File: src/rtl/tnp_pkg.sv
// shared constants, run descriptor type and terminal-type answer table for the telnet parser
package tnp_pkg;

	localparam logic [7:0] TN_IAC  = 8'd255;
	localparam logic [7:0] TN_DONT = 8'd254;
	localparam logic [7:0] TN_DO   = 8'd253;
	localparam logic [7:0] TN_WONT = 8'd252;
	localparam logic [7:0] TN_WILL = 8'd251;
	localparam logic [7:0] TN_SB   = 8'd250;
	localparam logic [7:0] TN_SE   = 8'd240;
	localparam logic [7:0] TN_EOR  = 8'd239;

	localparam logic [7:0] OPT_ECHO  = 8'd1;
	localparam logic [7:0] OPT_TTYPE = 8'd24;
	localparam logic [7:0] OPT_EOR   = 8'd25;

	localparam logic [7:0] QUAL_IS   = 8'd0;
	localparam logic [7:0] QUAL_SEND = 8'd1;

	// index into a reply run; the longest run has eleven bytes
	localparam int IDX_W = 4;
	localparam logic [IDX_W-1:0] REPLY_LAST = 4'd2;
	localparam logic [IDX_W-1:0] TTYPE_LAST = 4'd10;

	typedef enum logic [1:0] {
		RK_NONE,
		RK_DATA,
		RK_REPLY,
		RK_TTYPE
	} run_kind_t;

	// what one received byte produces: nothing, a data byte, a three-byte reply or the ttype answer
	typedef struct packed {
		run_kind_t  kind;
		logic [7:0] cmd;
		logic [7:0] val;
		logic       echo;
	} run_t;

	// IAC SB TTYPE IS "VT100" IAC SE
	function automatic logic [7:0] ttype_byte(input logic [IDX_W-1:0] idx);
		logic [7:0] b;
		unique case (idx)
			4'd0:    b = TN_IAC;
			4'd1:    b = TN_SB;
			4'd2:    b = OPT_TTYPE;
			4'd3:    b = QUAL_IS;
			4'd4:    b = 8'd86;
			4'd5:    b = 8'd84;
			4'd6:    b = 8'd49;
			4'd7:    b = 8'd48;
			4'd8:    b = 8'd48;
			4'd9:    b = TN_IAC;
			4'd10:   b = TN_SE;
			default: b = 8'd0;
		endcase
		return b;
	endfunction

endpackage

File: src/rtl/tnp_parse.sv
// telnet command parser: parse state, option and subnegotiation registers, run decode
module tnp_parse
	import tnp_pkg::*;
(
	input  logic       clk,
	input  logic       arst_n,
	input  logic       take,
	input  logic [7:0] rx_byte,
	output run_t       run
);

	typedef enum logic [3:0] {
		S_DATA,
		S_IAC,
		S_SB,
		S_WILL,
		S_DO,
		S_WONT,
		S_DONT,
		S_SBIAC,
		S_SBDATA,
		S_SBDATAIAC
	} pstate_t;

	pstate_t    state_q, state_d;
	logic [7:0] option_q, option_d;
	logic [7:0] sb_first_q, sb_first_d;
	logic       sb_has_q, sb_has_d;
	logic       echo_q, echo_d;
	logic       sb_send;

	assign sb_send = (option_q == OPT_TTYPE) && sb_has_q && (sb_first_q == QUAL_SEND);

	always_comb begin
		state_d    = state_q;
		option_d   = option_q;
		sb_first_d = sb_first_q;
		sb_has_d   = sb_has_q;
		echo_d     = echo_q;
		run.kind   = RK_NONE;
		run.cmd    = TN_DONT;
		run.val    = rx_byte;
		unique case (state_q)
			S_DATA: begin
				if (rx_byte == TN_IAC) state_d = S_IAC;
				else run.kind = RK_DATA;
			end
			S_IAC: begin
				state_d = S_DATA;
				priority if (rx_byte == TN_IAC) run.kind = RK_DATA;
				else if (rx_byte == TN_WILL) state_d = S_WILL;
				else if (rx_byte == TN_WONT) state_d = S_WONT;
				else if (rx_byte == TN_DO) state_d = S_DO;
				else if (rx_byte == TN_DONT) state_d = S_DONT;
				else if (rx_byte == TN_SB) begin
					state_d  = S_SB;
					sb_has_d = 1'b0;
				end
				else state_d = S_DATA;
			end
			S_WILL: begin
				run.kind = RK_REPLY;
				if (rx_byte == OPT_ECHO) echo_d = 1'b1;
				run.cmd = (rx_byte == OPT_ECHO || rx_byte == OPT_EOR) ? TN_DO : TN_DONT;
				state_d = S_DATA;
			end
			S_WONT: begin
				run.kind = RK_REPLY;
				if (rx_byte == OPT_ECHO) echo_d = 1'b0;
				run.cmd = TN_DONT;
				state_d = S_DATA;
			end
			S_DO: begin
				run.kind = RK_REPLY;
				run.cmd  = (rx_byte == OPT_ECHO || rx_byte == OPT_TTYPE) ? TN_WILL : TN_WONT;
				state_d  = S_DATA;
			end
			S_DONT: begin
				run.kind = RK_REPLY;
				run.cmd  = TN_WONT;
				state_d  = S_DATA;
			end
			S_SB: begin
				if (rx_byte == TN_IAC) state_d = S_SBIAC;
				else begin
					option_d   = rx_byte;
					sb_has_d   = 1'b0;
					sb_first_d = 8'd0;
					state_d    = S_SBDATA;
				end
			end
			S_SBIAC: begin
				if (rx_byte == TN_IAC) begin
					option_d   = rx_byte;
					sb_has_d   = 1'b0;
					sb_first_d = 8'd0;
					state_d    = S_SBDATA;
				end
				else state_d = S_DATA;
			end
			S_SBDATA: begin
				if (rx_byte == TN_IAC) state_d = S_SBDATAIAC;
				else if (!sb_has_q) begin
					sb_first_d = rx_byte;
					sb_has_d   = 1'b1;
				end
			end
			S_SBDATAIAC: begin
				priority if (rx_byte == TN_IAC) begin
					if (!sb_has_q) begin
						sb_first_d = rx_byte;
						sb_has_d   = 1'b1;
					end
					state_d = S_SBDATA;
				end
				else if (rx_byte == TN_SE) begin
					if (sb_send) run.kind = RK_TTYPE;
					option_d = 8'd0;
					state_d  = S_DATA;
				end
				else if (rx_byte == TN_SB) begin
					if (sb_send) run.kind = RK_TTYPE;
					state_d = S_SB;
				end
				else state_d = S_DATA;
			end
			default: state_d = S_DATA;
		endcase
		run.echo = echo_d;
	end

	always_ff @(posedge clk or negedge arst_n) begin
		if (!arst_n) begin
			state_q    <= S_DATA;
			option_q   <= 8'd0;
			sb_first_q <= 8'd0;
			sb_has_q   <= 1'b0;
			echo_q     <= 1'b0;
		end else if (take) begin
			state_q    <= state_d;
			option_q   <= option_d;
			sb_first_q <= sb_first_d;
			sb_has_q   <= sb_has_d;
			echo_q     <= echo_d;
		end
	end

endmodule

File: src/rtl/tnp_emit.sv
// result sequencer: holds one run and plays out its bytes one transfer at a time
module tnp_emit
	import tnp_pkg::*;
(
	input  logic       clk,
	input  logic       arst_n,
	input  logic       load,
	input  run_t       run,
	output logic       free,
	output logic       out_valid,
	input  logic       out_ready,
	output logic       out_dest,
	output logic [7:0] out_byte,
	output logic       last_of_run,
	output logic       echo_flag
);

	logic             valid_q;
	run_t             run_q;
	logic [IDX_W-1:0] idx_q;

	always_comb begin
		unique case (run_q.kind)
			RK_DATA: begin
				last_of_run = 1'b1;
				out_byte    = run_q.val;
			end
			RK_REPLY: begin
				last_of_run = (idx_q == REPLY_LAST);
				unique case (idx_q)
					4'd0:    out_byte = TN_IAC;
					4'd1:    out_byte = run_q.cmd;
					default: out_byte = run_q.val;
				endcase
			end
			RK_TTYPE: begin
				last_of_run = (idx_q == TTYPE_LAST);
				out_byte    = ttype_byte(idx_q);
			end
			default: begin
				last_of_run = 1'b1;
				out_byte    = run_q.val;
			end
		endcase
	end

	assign out_valid = valid_q;
	assign out_dest  = (run_q.kind != RK_DATA);
	assign echo_flag = run_q.echo;
	assign free      = !valid_q || (out_ready && last_of_run);

	always_ff @(posedge clk or negedge arst_n) begin
		if (!arst_n) begin
			valid_q <= 1'b0;
			idx_q   <= '0;
		end else if (load) begin
			valid_q <= 1'b1;
			idx_q   <= '0;
		end else if (valid_q && out_ready) begin
			if (last_of_run) valid_q <= 1'b0;
			else idx_q <= idx_q + 1'b1;
		end
	end

	always_ff @(posedge clk) begin
		if (load) run_q <= run;
	end

endmodule

File: src/rtl/telnet_iac_negotiation_parser.sv
// top level of the telnet receive parser and option negotiation responder
//
// One received byte is taken per transfer on the rx side and decoded in the
// same cycle into a run of zero, one, three or eleven result bytes, which a
// run register then plays out one transfer per cycle while out_ready is high;
// data bytes then flow at one byte per cycle with no bubbles. A three-byte
// negotiation reply or the eleven-byte terminal-type answer holds the input
// until its last byte transfers; the limit is the single run register, which
// takes the next byte's run in the same cycle its last byte transfers. Bytes
// that produce nothing (command prefixes, subnegotiation payload) are taken
// whenever the run register can accept a run. echo_flag gives the remote echo
// state after the byte that caused the run; last_of_run marks its final byte.
module telnet_iac_negotiation_parser
	import tnp_pkg::*;
(
	input  logic       clk,
	input  logic       arst_n,
	input  logic       in_valid,
	output logic       in_ready,
	input  logic [7:0] rx_byte,
	output logic       out_valid,
	input  logic       out_ready,
	output logic       out_dest,
	output logic [7:0] out_byte,
	output logic       last_of_run,
	output logic       echo_flag
);

	run_t run;
	logic take;
	logic free;

	// a received byte is consumed only when the run register can take its result
	assign in_ready = free;
	assign take     = in_valid && in_ready;

	tnp_parse u_parse (
		.clk     (clk),
		.arst_n  (arst_n),
		.take    (take),
		.rx_byte (rx_byte),
		.run     (run)
	);

	// silent bytes only advance parser state and never load the run register
	tnp_emit u_emit (
		.clk         (clk),
		.arst_n      (arst_n),
		.load        (take && (run.kind != RK_NONE)),
		.run         (run),
		.free        (free),
		.out_valid   (out_valid),
		.out_ready   (out_ready),
		.out_dest    (out_dest),
		.out_byte    (out_byte),
		.last_of_run (last_of_run),
		.echo_flag   (echo_flag)
	);

	// input is open only when the current run is absent or finishing
	a_ready_only_at_end: assert property (@(posedge clk) disable iff (!arst_n)
		in_ready && out_valid |-> last_of_run)
		else $error("input taken while a run is mid-flight");

	// a run keeps going until its last byte transfers
	a_run_continues: assert property (@(posedge clk) disable iff (!arst_n)
		out_valid && out_ready && !last_of_run |=> out_valid && !out_dest == 1'b0)
		else $error("run ended before its last byte");

	// application data is always a single-byte run
	a_data_single: assert property (@(posedge clk) disable iff (!arst_n)
		out_valid && !out_dest |-> last_of_run)
		else $error("data byte not marked last");

	// echo state is fixed across all bytes of one run
	a_echo_per_run: assert property (@(posedge clk) disable iff (!arst_n)
		out_valid && out_ready && !last_of_run |=> $stable(echo_flag))
		else $error("echo flag changed within a run");

endmodule
File: config.mk
export PLATFORM = sky130hd
export DESIGN_NAME = telnet_iac_negotiation_parser
export DESIGN_NICKNAME = d
export VERILOG_FILES = /design/src/rtl/tnp_pkg.sv /design/src/rtl/tnp_parse.sv /design/src/rtl/tnp_emit.sv /design/src/rtl/telnet_iac_negotiation_parser.sv
export SDC_FILE = /design/constraint.sdc
export NUM_CORES = 1
export LEC_CHECK = 0
export ABC_CLOCK_PERIOD_IN_PS = 7300
export BUFFER_PORTS_ARGS = -buffer_cell sky130_fd_sc_hd__buf_4
export CORE_ASPECT_RATIO = 1.4
export CORE_UTILIZATION = 30
export CTS_BUF_LIST = sky130_fd_sc_hd__clkbuf_4 sky130_fd_sc_hd__clkbuf_8 sky130_fd_sc_hd__clkbuf_16
export DETAILED_ROUTE_END_ITERATION = 6
export PLACE_DENSITY = 0.52
export SLEW_MARGIN = 20
export SYNTH_ARGS = -nofsm -noshare
export SYNTH_HDL_FRONTEND = slang
export SYNTH_HIERARCHICAL = 1
export SYNTH_SLANG_ARGS = --single-unit
File: constraint.sdc
create_clock -name clk -period 7.3 [get_ports clk]
set_input_delay 2.19 -clock clk [delete_from_list [all_inputs] [get_ports clk]]
set_output_delay 2.19 -clock clk [all_outputs]
set_load 0.005 [all_outputs]
==> metrics, run 1 <==
outcome finished clean; Starting Density 31.37%; worst rel slew slack between 40% and 50%; number of buffers created by CTS 5; Pre-Repair DR Iteration Count 4; Core ar. 0.009564 sq mm; Fmax achieved 0.2081 GHz; Vias between 2,000 and 2,500; hold-critical path depth 1; M1 GR Usage between 10% and 20%; Layout Skew approximately 0.0035 ns; Clk pin slew, worst setup/hold paths roughly 0.06 ns; vias in the first global route between 2,000 and 2,500; CTS H-Tree Depth 2; post-synthesis instance total roughly 320; post-CTS setup buffers 0; number of distinct library cells after synthesis slightly below 60; grt total ovfl 0; layout net count 338; cts repair resizes 0; boundary pin count 25; width of the chip ~87 um; total number of yosys warnings 6; drt via density between 4 and 5; initial antenna violation count 0; sequential share of the synthesized area 41.53%; number of port buffers 24; Async SR Flop Fraction between 50 and 60%; required time of the critical path a little over 5 ns; share of cells above drive strength 1 approximately 14%; average routed wire per standard cell between 10 and 15 um; clock sink count 46; first-pass GRT wire length around 11,000 um; RSZ-0062 raised after global routing no; GR Util met3 1.843%; hpwl dp approximately 4800 um; Total Routing Usage GR ~13%; mean post-synth cell area roughly 9.5 sq um; Peak supply drop roughly 0.00012 V; Worst Path Max Fanout 3; CTS tree done; final setup margin between 2 and 2.5 ns; Slew Viols, Final 0; area of the die around 0.010 sq mm; Die Span Y approximately 120 um; path depth of the worst reg2reg path 8; initial drt markers 96; worst skew pair latency about 0.28 ns; r2r setup slk about 4.3 ns; fin cells 451; measured slew at the worst slew-check pin ~0.85 ns; largest net degree at the start of global routing 28; root buffer cell clkbuf_16; post-route setup TNS 0 ns; critical setup path kind input pin to output pin; number of diodes 0; Rows 42; Endpoint, Worst Hold u_parse/option_q[1]; fin area 0.003299 sq mm; drt drc 0; Hold Vio Cnt, Final 0; Pwr Density approximately 310 mW/mm^2; placed inst area roughly 0.0031 sq mm; Layout area overhead 9.966%; global route hottest layer met2; Worst R2R Start u_emit/idx_q[3]; pre-CTS setup slack about 2.5 ns; placed insts between 400 and 500; Mapped Area around 0.0030 sq mm; reg-to-reg critical path endpoint u_parse/sb_first_q[1]; met2 track demand over resource between 20% and 30%; # setup viols final 0; maxcap violations 0; RePlAce Congestion roughly 0.85; Yosys reg bits 46; antenna-violating nets left 0; EDFF count, synth 19; Hold Startpoint u_parse/option_q[1]; CP Launch Type input pin; crit end category output pin; final worst path period share approximately 66%; Primary FF master, synth dfrtp_1; drt total wl ~6600 um; CTS Hold Bufs 0; Worst Hold Slack between 0.5 and 0.6 ns; post-route minimum period 4.806 ns; CTS Buffer Depth 2; worst min-delay path class flip-flop to flip-flop; CP Data Arrival Time ~2.6 ns; P_leak 0.001473 uW
[final cells by class]
| class | instances | area, sq um |
|---|---|---|
| timing repair buffer | 24 | 180.2 |
| sequential | 46 | 1246 |
| multi-input combinational | 209 | 1419 |
| clock inverter | 3 | 43.79 |
| inverter | 32 | 120.1 |
| clock buffer | 5 | 125.1 |
| tap | 132 | 165.2 |
| fill | 1006 | 6265 |
[cell families (layout without fill, tap and decap cells)]
| kind of cell | after synthesis | count (layout) | synth area share, % |
|---|---|---|---|
| muxes | 22 | 22 | 7.631 |
| adders and majority gates | 9 | 9 | 3.670 |
| other | 1 | 5 | 0.1250 |
| and+or+nand+nor | 108 | 108 | 19.60 |
| DFF | 46 | 46 | 41.53 |
| AOI/OAI and AO/OA | 60 | 60 | 14.30 |
| buffers and inverters | 66 | 64 | 11.68 |
| xor gates and xnor gates | 5 | 5 | 1.459 |
[layer usage]
| metal | vias to the layer above | wire, um |
|---|---|---|
| met5 | - | 0 |
| met4 | 0 | 106 |
| met3 | 9 | 176 |
| met2 | 39 | 3376 |
| met1 | 1076 | 2895 |
| li1 | 1108 | - |
[worst max-delay path: stages]
cell and delay [ns]:
buf_4 0.11, nand2_1 0.08, nand2_1 0.09, buf_4 0.15
[state kept, by name, indices dropped and copies added, names as in the netlist]
| signal | flops |
|---|---|
| u_emit/idx_q | 4 |
| u_parse/option_q | 8 |
| u_parse/echo_q | 1 |
| u_emit/out_valid | 1 |
| u_parse/sb_first_q | 8 |
| u_emit/run_q | 18 |
| u_parse/state_q | 4 |
| u_parse/sb_has_q | 1 |
| u_emit/echo_flag | 1 |
[through the flow]
stage | total power [uW] | utilization, %
after floorplan | 674.2 | -
after global placement | 775.0 | 32.73
after detailed placement | 778.9 | 32.73
after CTS | 1040 | 34.50
after global routing | 1104 | 34.50
final | 1030 | 34.50
[Yosys cell counts, types with 2 or more instances]
| library cell | n | area share, % |
|---|---|---|
| ha_1 | 8 | 3.3 |
| inv_1 | 32 | 4.0 |
| nand2_1 | 35 | 4.4 |
| dfrtp_1 | 27 | 23 |
| or4b_4 | 2 | 0.92 |
| o21ai_0 | 7 | 1.2 |
| o221ai_1 | 9 | 2.6 |
| buf_2 | 6 | 1.0 |
| a41oi_1 | 2 | 0.58 |
| xnor2_1 | 4 | 1.2 |
| edfxtp_1 | 19 | 19 |
| and2_1 | 2 | 0.42 |
| a31oi_1 | 3 | 0.63 |
| nor4_1 | 2 | 0.42 |
| o21ai_1 | 2 | 0.33 |
| clkbuf_1 | 5 | 0.63 |
| a21oi_1 | 7 | 1.2 |
| buf_6 | 4 | 1.5 |
| and4_4 | 2 | 0.75 |
| o21a_1 | 3 | 0.75 |
| nor2b_1 | 6 | 1.3 |
| or3b_1 | 2 | 0.58 |
| nand4_1 | 4 | 0.83 |
| or4_1 | 2 | 0.50 |
| o22ai_1 | 9 | 1.9 |
| mux2_1 | 2 | 0.75 |
| and4_1 | 2 | 0.58 |
| nor4b_1 | 3 | 0.88 |
| a211oi_1 | 5 | 1.3 |
| o211a_1 | 2 | 0.67 |
| buf_4 | 17 | 4.3 |
| nand3_1 | 10 | 1.7 |
| nand2b_1 | 4 | 0.83 |
| nor3_1 | 9 | 1.5 |
| a21o_1 | 3 | 0.75 |
| mux2i_1 | 18 | 6.0 |
| nor2_1 | 17 | 2.1 |
[worst max path at each step]
| stage | start | end | cells after the start |
|---|---|---|---|
| global route | u_emit/idx_q[1] | out_byte[4] | 7 |
| global placement | out_ready | in_ready | 4 |
| CTS | out_ready | in_ready | 4 |
| finish | out_ready | in_ready | 4 |
| floorplan | out_ready | in_ready | 2 |
| detailed placement | out_ready | in_ready | 4 |
[report_power, final]
part	switching, uW	total, uW	internal, uW
registers	58.6	389	331
clock network	96.7	259	162
logic	207	382	175
total	362	1030	668
[layout by cell type (no fill, tap or decap), types with 9 or more instances in the layout]
cell	count
nand2_1	35
inv_1	32
dfrtp_1	27
buf_4	24
edfxtp_1	19
mux2i_1	18
nor2_1	17
nand3_1	10
o22ai_1	9
nor3_1	9
o221ai_1	9
No activity file was read; power rests on OpenSTA's default activity.
==> inputs of run 2 (changes only) <==
--- a/config.mk
+++ b/config.mk
@@ -5,7 +5,8 @@
 export SDC_FILE = /design/constraint.sdc
 export NUM_CORES = 1
 export LEC_CHECK = 0
-export ABC_CLOCK_PERIOD_IN_PS = 7300
+export ABC_AREA = 1
+export ABC_CLOCK_PERIOD_IN_PS = 4900
 export BUFFER_PORTS_ARGS = -buffer_cell sky130_fd_sc_hd__buf_4
 export CORE_ASPECT_RATIO = 1.4
 export CORE_UTILIZATION = 30
==> constraint.sdc (replaced) <==
create_clock -name clk -period 4.9 [get_ports clk]
set_input_delay 1.47 -clock clk [delete_from_list [all_inputs] [get_ports clk]]
set_output_delay 1.47 -clock clk [all_outputs]
set_load 0.005 [all_outputs]
==> run 2 against run 1 <==
  * Non-clock buffer count up 1
  * Synthesized cell count up 33%
  * Highest routed layer unchanged
  * Total power up 67%
==> metrics, run 2 <==
Mapped Area 0.003146 sq mm (+4.8%); largest net degree at the start of global routing 28 (unchanged); Worst path max stage delay 0.14 ns (about the same); Rows 43 (+2.4%); P_leak 0.001744 uW (+18%); # setup viols final 0 (unchanged); Primary FF master, synth dfrtp_1; sequential share of the synthesized area 39.62% (-1.9 points); average routed wire per standard cell 11.93 um (-18%); required time of the critical path 3.43 ns (-1.68 ns); outcome finished clean; commonest cells in the netlist nand2_1 (127), nor2_1 (55), inv_1 (47); total power 1717 uW (+67%); Worst Path Max Fanout 3 (unchanged); first-pass GRT wire length 11,960 um (+9.1%); vias in the first global route 2,561 (+18%); number of diodes 0 (unchanged); Starting Density 31.26% (-0.11 points); Peak supply drop 0.0001448 V (+20%); drt drc 0 (unchanged); worst skew pair latency 0.29 ns (about the same); Fmax achieved 0.3008 GHz; number of buffers created by CTS 5 (unchanged); post-route minimum period 3.325 ns; Layout Skew 0.004704 ns (+0.001203 ns); drt total wl 6860 um (+4.7%); post-synthesis compound-gate area fraction 8.154% (-6.1 points); CP Launch Type input pin; Yosys reg bits 46 (unchanged); post-synthesis instance total 422 (+33%); CTS Buffer Depth 2 (unchanged); dominant cells by area after synthesis dfrtp_1 (21%), edfxtp_1 (18%), nand2_1 (15%), nor2_1 (6.6%), inv_1 (5.6%); Die Span Y 123.2 um (+2.3%); Hold Vio Cnt, Final 0 (unchanged); Layout area overhead 11.50%; max FFs per register 18 (unchanged); fillcell total 1,093 (+8.6%); Top Registers u_emit/run_q: 18 flops, u_parse/option_q: 8 flops, u_parse/sb_first_q: 8 flops; worst min-delay path class flip-flop to flip-flop; multiplexer share of the synthesized area 0% (-7.6 points); main combinational cell family by area after synthesis simple AND/OR/NAND/NOR gates; Pre-Repair DR Iteration Count 4 (unchanged); pre-CTS setup slack 1.573 ns (-0.9048 ns); initial antenna violation count 0 (unchanged); most common cell after layout, fill and taps aside nand2_1; layout net count 459 (+36%); EDFF count, synth 19 (unchanged); area of the die 0.01090 sq mm (+4.7%); RePlAce Congestion 0.8244 (-3.0%); Core ar. 0.01006 sq mm (+5.2%); drt via density 4.522 (-8.6%); critical setup path kind input pin to output pin; simple-gate area share of the yosys netlist 37.43% (+18 points); mean post-synth cell area 7.454 sq um (-21%); Synth top area share 21.48% (-1.0 points); cell at the slowest stage of the critical path buf_4; Final Util 34.86% (+0.36 points); CTS H-Tree Depth 2 (unchanged); hpwl dp 5426 um (+14%); adder-cell share of the synthesized area 3.182% (-0.49 points); CTS Hold Bufs 0 (unchanged); number of distinct library cells after synthesis 33 (-43%); total number of yosys warnings 6 (unchanged); Total Routing Usage GR 14.34% (+0.90 points); CTS tree done; most frequent cells in the layout nand2_1 (127), nor2_1 (54), inv_1 (47), nand3_1 (31), dfrtp_1 (27); grt total ovfl 0 (unchanged); cts repair resizes 0 (unchanged); final setup margin 1.575 ns (-0.9185 ns); post-CTS setup buffers 0 (unchanged); XOR/XNOR Fraction of Synth Area 0.2784% (-1.2 points); most common cell in the synthesized netlist nand2_1; clock sink count 46 (unchanged); root buffer cell clkbuf_16; Async SR Flop Fraction 58.70% (unchanged); CP Data Arrival Time 1.86 ns (-0.76 ns); Crit path buffers/inverters 2 (unchanged); post-route setup TNS 0 ns (unchanged); maxcap violations 0 (unchanged); share of cells above drive strength 1 17.27% (+3.5 points); CP top delay family buffers and inverters; final worst path period share 67.86%; width of the chip 88.54 um (+2.3%); largest register by flop count u_emit/run_q; initial drt markers 101 (+5.2%); Synth area leader dfrtp_1; RSZ-0062 raised after global routing no; antenna-violating nets left 0 (unchanged); Slew Viols, Final 0 (unchanged); Pwr Density 489.5 mW/mm^2 (+57%); crit-path cells buf_4 > nand2_1 > nand2_1 > buf_4; number of port buffers 24 (unchanged); boundary pin count 25 (unchanged); Clk pin slew, worst setup/hold paths 0.06 ns (about the same); crit end category output pin; Vias 2,600 (+16%)
[run 2: final timing paths]
| kind | start | end | slack [ns] | depth (start not counted) |
|---|---|---|---|---|
| max reg2reg | u_emit/idx_q[0] | u_parse/option_q[1] | 2.43 | 15 |
| min in group asynchronous | arst_n | u_parse/sb_first_q[2] | 1.10 | 1 |
| max in group asynchronous | arst_n | u_parse/echo_q | 3.52 | 1 |
| min reg2reg | u_parse/sb_first_q[6] | u_parse/sb_first_q[6] | 0.48 | 2 |
| min | u_parse/sb_first_q[6] | u_parse/sb_first_q[6] | 0.48 | 2 |
| max | out_ready | in_ready | 1.58 | 4 |
[run 2: layer usage]
layer / vias up / track usage, % / wire (um)
met5: - / 0 / 0
met4: 0 / 6.855 / 183
met3: 11 / 1.669 / 151
met2: 38 / 26.30 / 3696
met1: 1196 / 16.20 / 2829
li1: 1355 / - / -
[run 2: cell type report]
cell class | count | area [sq um] | share of cell area (%)
Timing Repair Buffer | 25 | 187.7 | 5.351
Clock inverter | 3 | 23.77 | 0.6778
Clock buffer | 5 | 125.1 | 3.568
Inverter | 51 | 191.4 | 5.458
Tap cell | 135 | 168.9 | 4.816
Sequential cell | 46 | 1246 | 35.53
Multi-Input combinational cell | 310 | 1564 | 44.60
[run 2: logic make-up after synthesis]
family,Yosys count
flops,46
simple gates,256
fa+ha+maj,8
compound gates,40
buf+inv,70
xor+xnor,1
other cells,1
[run 2: power breakdown]
| group | total [uW] | internal (uW) | switching [uW] |
|---|---|---|---|
| sequential | 614 | 523 | 91.1 |
| clock | 336 | 191 | 146 |
| combinational | 766 | 289 | 477 |
| total | 1720 | 1000 | 714 |
[run 2: metrics by stage]
| step | hold slack [ns] | instance area [sq um] | std cells |
|---|---|---|---|
| after global routing | 0.5020 | 3507 | 575 |
| after CTS | 0.4774 | 3507 | 575 |
| after floorplan | 0.4340 | 3161 | 426 |
| after global placement | 0.4547 | 3358 | 567 |
| final | 0.4755 | 3507 | 575 |
| after detailed placement | 0.4615 | 3358 | 567 |
[run 2: worst min-delay path, stage by stage, from the launching register on]
cell and delay, ns:
dfrtp_1 0.34, nand2_1 0.05, nand2_1 0.05
==> inputs of run 3 (changes only) <==
--- a/config.mk
+++ b/config.mk
@@ -6,13 +6,13 @@
 export NUM_CORES = 1
 export LEC_CHECK = 0
 export ABC_AREA = 1
-export ABC_CLOCK_PERIOD_IN_PS = 4900
+export ABC_CLOCK_PERIOD_IN_PS = 2850
 export BUFFER_PORTS_ARGS = -buffer_cell sky130_fd_sc_hd__buf_4
 export CORE_ASPECT_RATIO = 1.4
 export CORE_UTILIZATION = 30
 export CTS_BUF_LIST = sky130_fd_sc_hd__clkbuf_4 sky130_fd_sc_hd__clkbuf_8 sky130_fd_sc_hd__clkbuf_16
 export DETAILED_ROUTE_END_ITERATION = 6
-export PLACE_DENSITY = 0.52
+export PLACE_DENSITY = 0.53
 export SLEW_MARGIN = 20
 export SYNTH_ARGS = -nofsm -noshare
 export SYNTH_HDL_FRONTEND = slang
==> constraint.sdc (replaced) <==
create_clock -name clk -period 2.85 [get_ports clk]
set_input_delay 0.855 -clock clk [delete_from_list [all_inputs] [get_ports clk]]
set_output_delay 0.855 -clock clk [all_outputs]
set_load 0.005 [all_outputs]
==> run 3 against run 2 <==
  * Sequential power grew 71%
  * Design area grew 0.89%
  * Clock skew is essentially flat
  * Critical path type is now flip-flop to output pin
  * First-iteration DRC count up 24%
  * Sequential share of layout area is 0.28 points lower
  * Register-to-register slack got worse by 2.0 ns
  * Via count increased by 1.7%
  * Largest power group unchanged
  * Combinational power up 80%
  * Die area stayed put
==> metrics, run 3 (synthesis gave the netlist of run 2 again) <==
first-pass GRT wire length 12,390 um (+3.6%); CP Data Arrival Time 1.76 ns (-0.10 ns); Starting Density 31.26% (unchanged); Worst Path Max Fanout 6 (+3); measured slew at the worst slew-check pin approximately 0.52 ns; Layout Skew 0.004586 ns (-0.0001178 ns); post-route setup TNS 0 ns (unchanged); Layout area overhead 12.49%; P_leak 0.001754 uW (+0.60%); max FFs per register 18 (unchanged); initial drt markers 125 (+24%); RePlAce Congestion 0.8505 (+3.2%); antenna-violating nets left 0 (unchanged); drt via density 4.582 (+1.3%); worst skew pair latency 0.29 ns (about the same); required time of the critical path 2.00 ns (-1.43 ns); post-route minimum period roughly 2.6 ns; number of diodes 0 (unchanged); combinational share of power 45.6% (+1.0 points); hpwl dp 5693 um (+4.9%); CTS Hold Bufs 0 (unchanged); number of buffers created by CTS 5 (unchanged); Core ar. 0.01006 sq mm (unchanged); Register Area 0.001247 sq mm (+0.10%); switching share of power 42.26% (+0.65 points); most common cell after layout, fill and taps aside nand2_1; number of port buffers 24 (unchanged); share of cells above drive strength 1 18.33% (+1.1 points); power share of the clock group 19.7% (about the same); Slew Viols, Final 0 (unchanged); CTS H-Tree Depth 2 (unchanged); Hold Vio Cnt, Final 0 (unchanged); maxcap violations 0 (unchanged); CTS tree done; Fmax achieved roughly 0.38 GHz; average routed wire per standard cell 12.46 um (+4.4%); RSZ-0062 raised after global routing no; Pre-Repair DR Iteration Count 4 (unchanged); width of the chip 88.54 um (unchanged); share of power burned in registers 34.7% (-1.1 points); layout net count 461 (+0.44%); drt drc 0 (unchanged); area of the die 0.01090 sq mm (unchanged); Total Routing Usage GR 15.00% (+0.65 points); final setup margin 0.2390 ns (-1.336 ns); most frequent cells in the layout nand2_1 (127), nor2_1 (54), inv_1 (46), nand3_1 (31); largest net degree at the start of global routing 28 (unchanged); worst min-delay path class input pin to asynchronous set/reset pin; CTS Buffer Depth 2 (unchanged); worst rel slew slack between 60 and 70%; outcome finished clean; Rows 43 (unchanged); vias in the first global route 2,660 (+3.9%); final worst path period share just over 90%; critical setup path kind flip-flop to output pin; fillcell total 1,083 (-0.91%); total power 3036 uW (+77%); clock sink count 46 (unchanged); grt total ovfl 0 (unchanged); crit end category output pin; largest register by flop count u_emit/run_q; Final Util 35.17% (+0.31 points); Pwr Density 858.0 mW/mm^2 (+75%); drt total wl 7189 um (+4.8%); Worst Hold Slack 0.4781 ns (+0.002631 ns); footprint of the multi-input gates 0.001567 sq mm (+0.16%); pre-CTS setup slack 0.2742 ns (-1.299 ns); root buffer cell clkbuf_16; Pint 1753 uW (+75%); Peak supply drop 0.0002787 V (+93%); # setup viols final 0 (unchanged); Top Registers u_emit/run_q: 18 flops, u_parse/option_q: 8 flops, u_parse/sb_first_q: 8 flops; boundary pin count 25 (unchanged); CP Launch Type flip-flop; initial antenna violation count 0 (unchanged); P_sw 1283 uW (+80%); Clk pin slew, worst setup/hold paths 0.07 ns (about the same); Die Span Y 123.2 um (unchanged); Vias 2,644 (+1.7%)
## run 3: worst paths after layout
check / start / to / slack, ns / depth (start not counted)
setup / recovery: u_emit/idx_q[1] / out_byte[0] / 0.24 / 9
hold / removal: arst_n / u_parse/sb_first_q[6] / 0.48 / 1
setup reg to reg: u_emit/idx_q[0] / u_parse/sb_first_q[0] / 0.45 / 16
hold reg to reg: u_parse/sb_first_q[2] / u_parse/sb_first_q[2] / 0.48 / 2
max in group asynchronous: arst_n / u_emit/idx_q[2] / 2.07 / 1
min in group clk: u_parse/sb_first_q[2] / u_parse/sb_first_q[2] / 0.48 / 2
## run 3: cell type report
cell class | count | share of cell area [%]
multi-input combinational | 310 | 44.27
clock buffer | 5 | 3.536
sequential | 46 | 35.25
clock inverter | 3 | 0.6719
timing repair buffer | 27 | 6.082
tap | 135 | 4.774
inverter | 51 | 5.410
## run 3: critical path: stages (launching register included)
cell,delay [ns]
dfrtp_1,0.44
inv_2,0.14
ha_2,0.24
nand2_2,0.07
nor2_2,0.16
nor2_1,0.06
nand2_1,0.05
nand3_1,0.07
nand2_1,0.12
buf_4,0.11
## run 3: repair_timing
item	CTS	global route
gates resized for setup	0	3
endpoints found under the setup margin	0	3
buffers inserted	0	0
hold endpoints to repair	0	0
## run 3: layer usage
metal,global-route usage (%),wire length (um),vias to the layer above
met1,17.33,3026,1220
met4,7.460,161,0
met5,0,0,-
met2,26.49,3788,53
li1,-,-,1361
met3,2.336,212,10
## run 3: through the flow
stage | instances | instance area, sq um
final | 577 | 3538
after global routing | 577 | 3538
after CTS | 577 | 3535
after detailed placement | 569 | 3386
after global placement | 569 | 3386
after floorplan | 426 | 3163
## run 3: power groups by stage
stage                     clock network (uW)  logic, uW  registers (uW)
after CTS                                614       1400            1050
after global placement                     0       1390            1060
after global routing                     651       1590            1080
after floorplan                            0       1010            1000
final                                    598       1380            1050
after detailed placement                   0       1390            1060
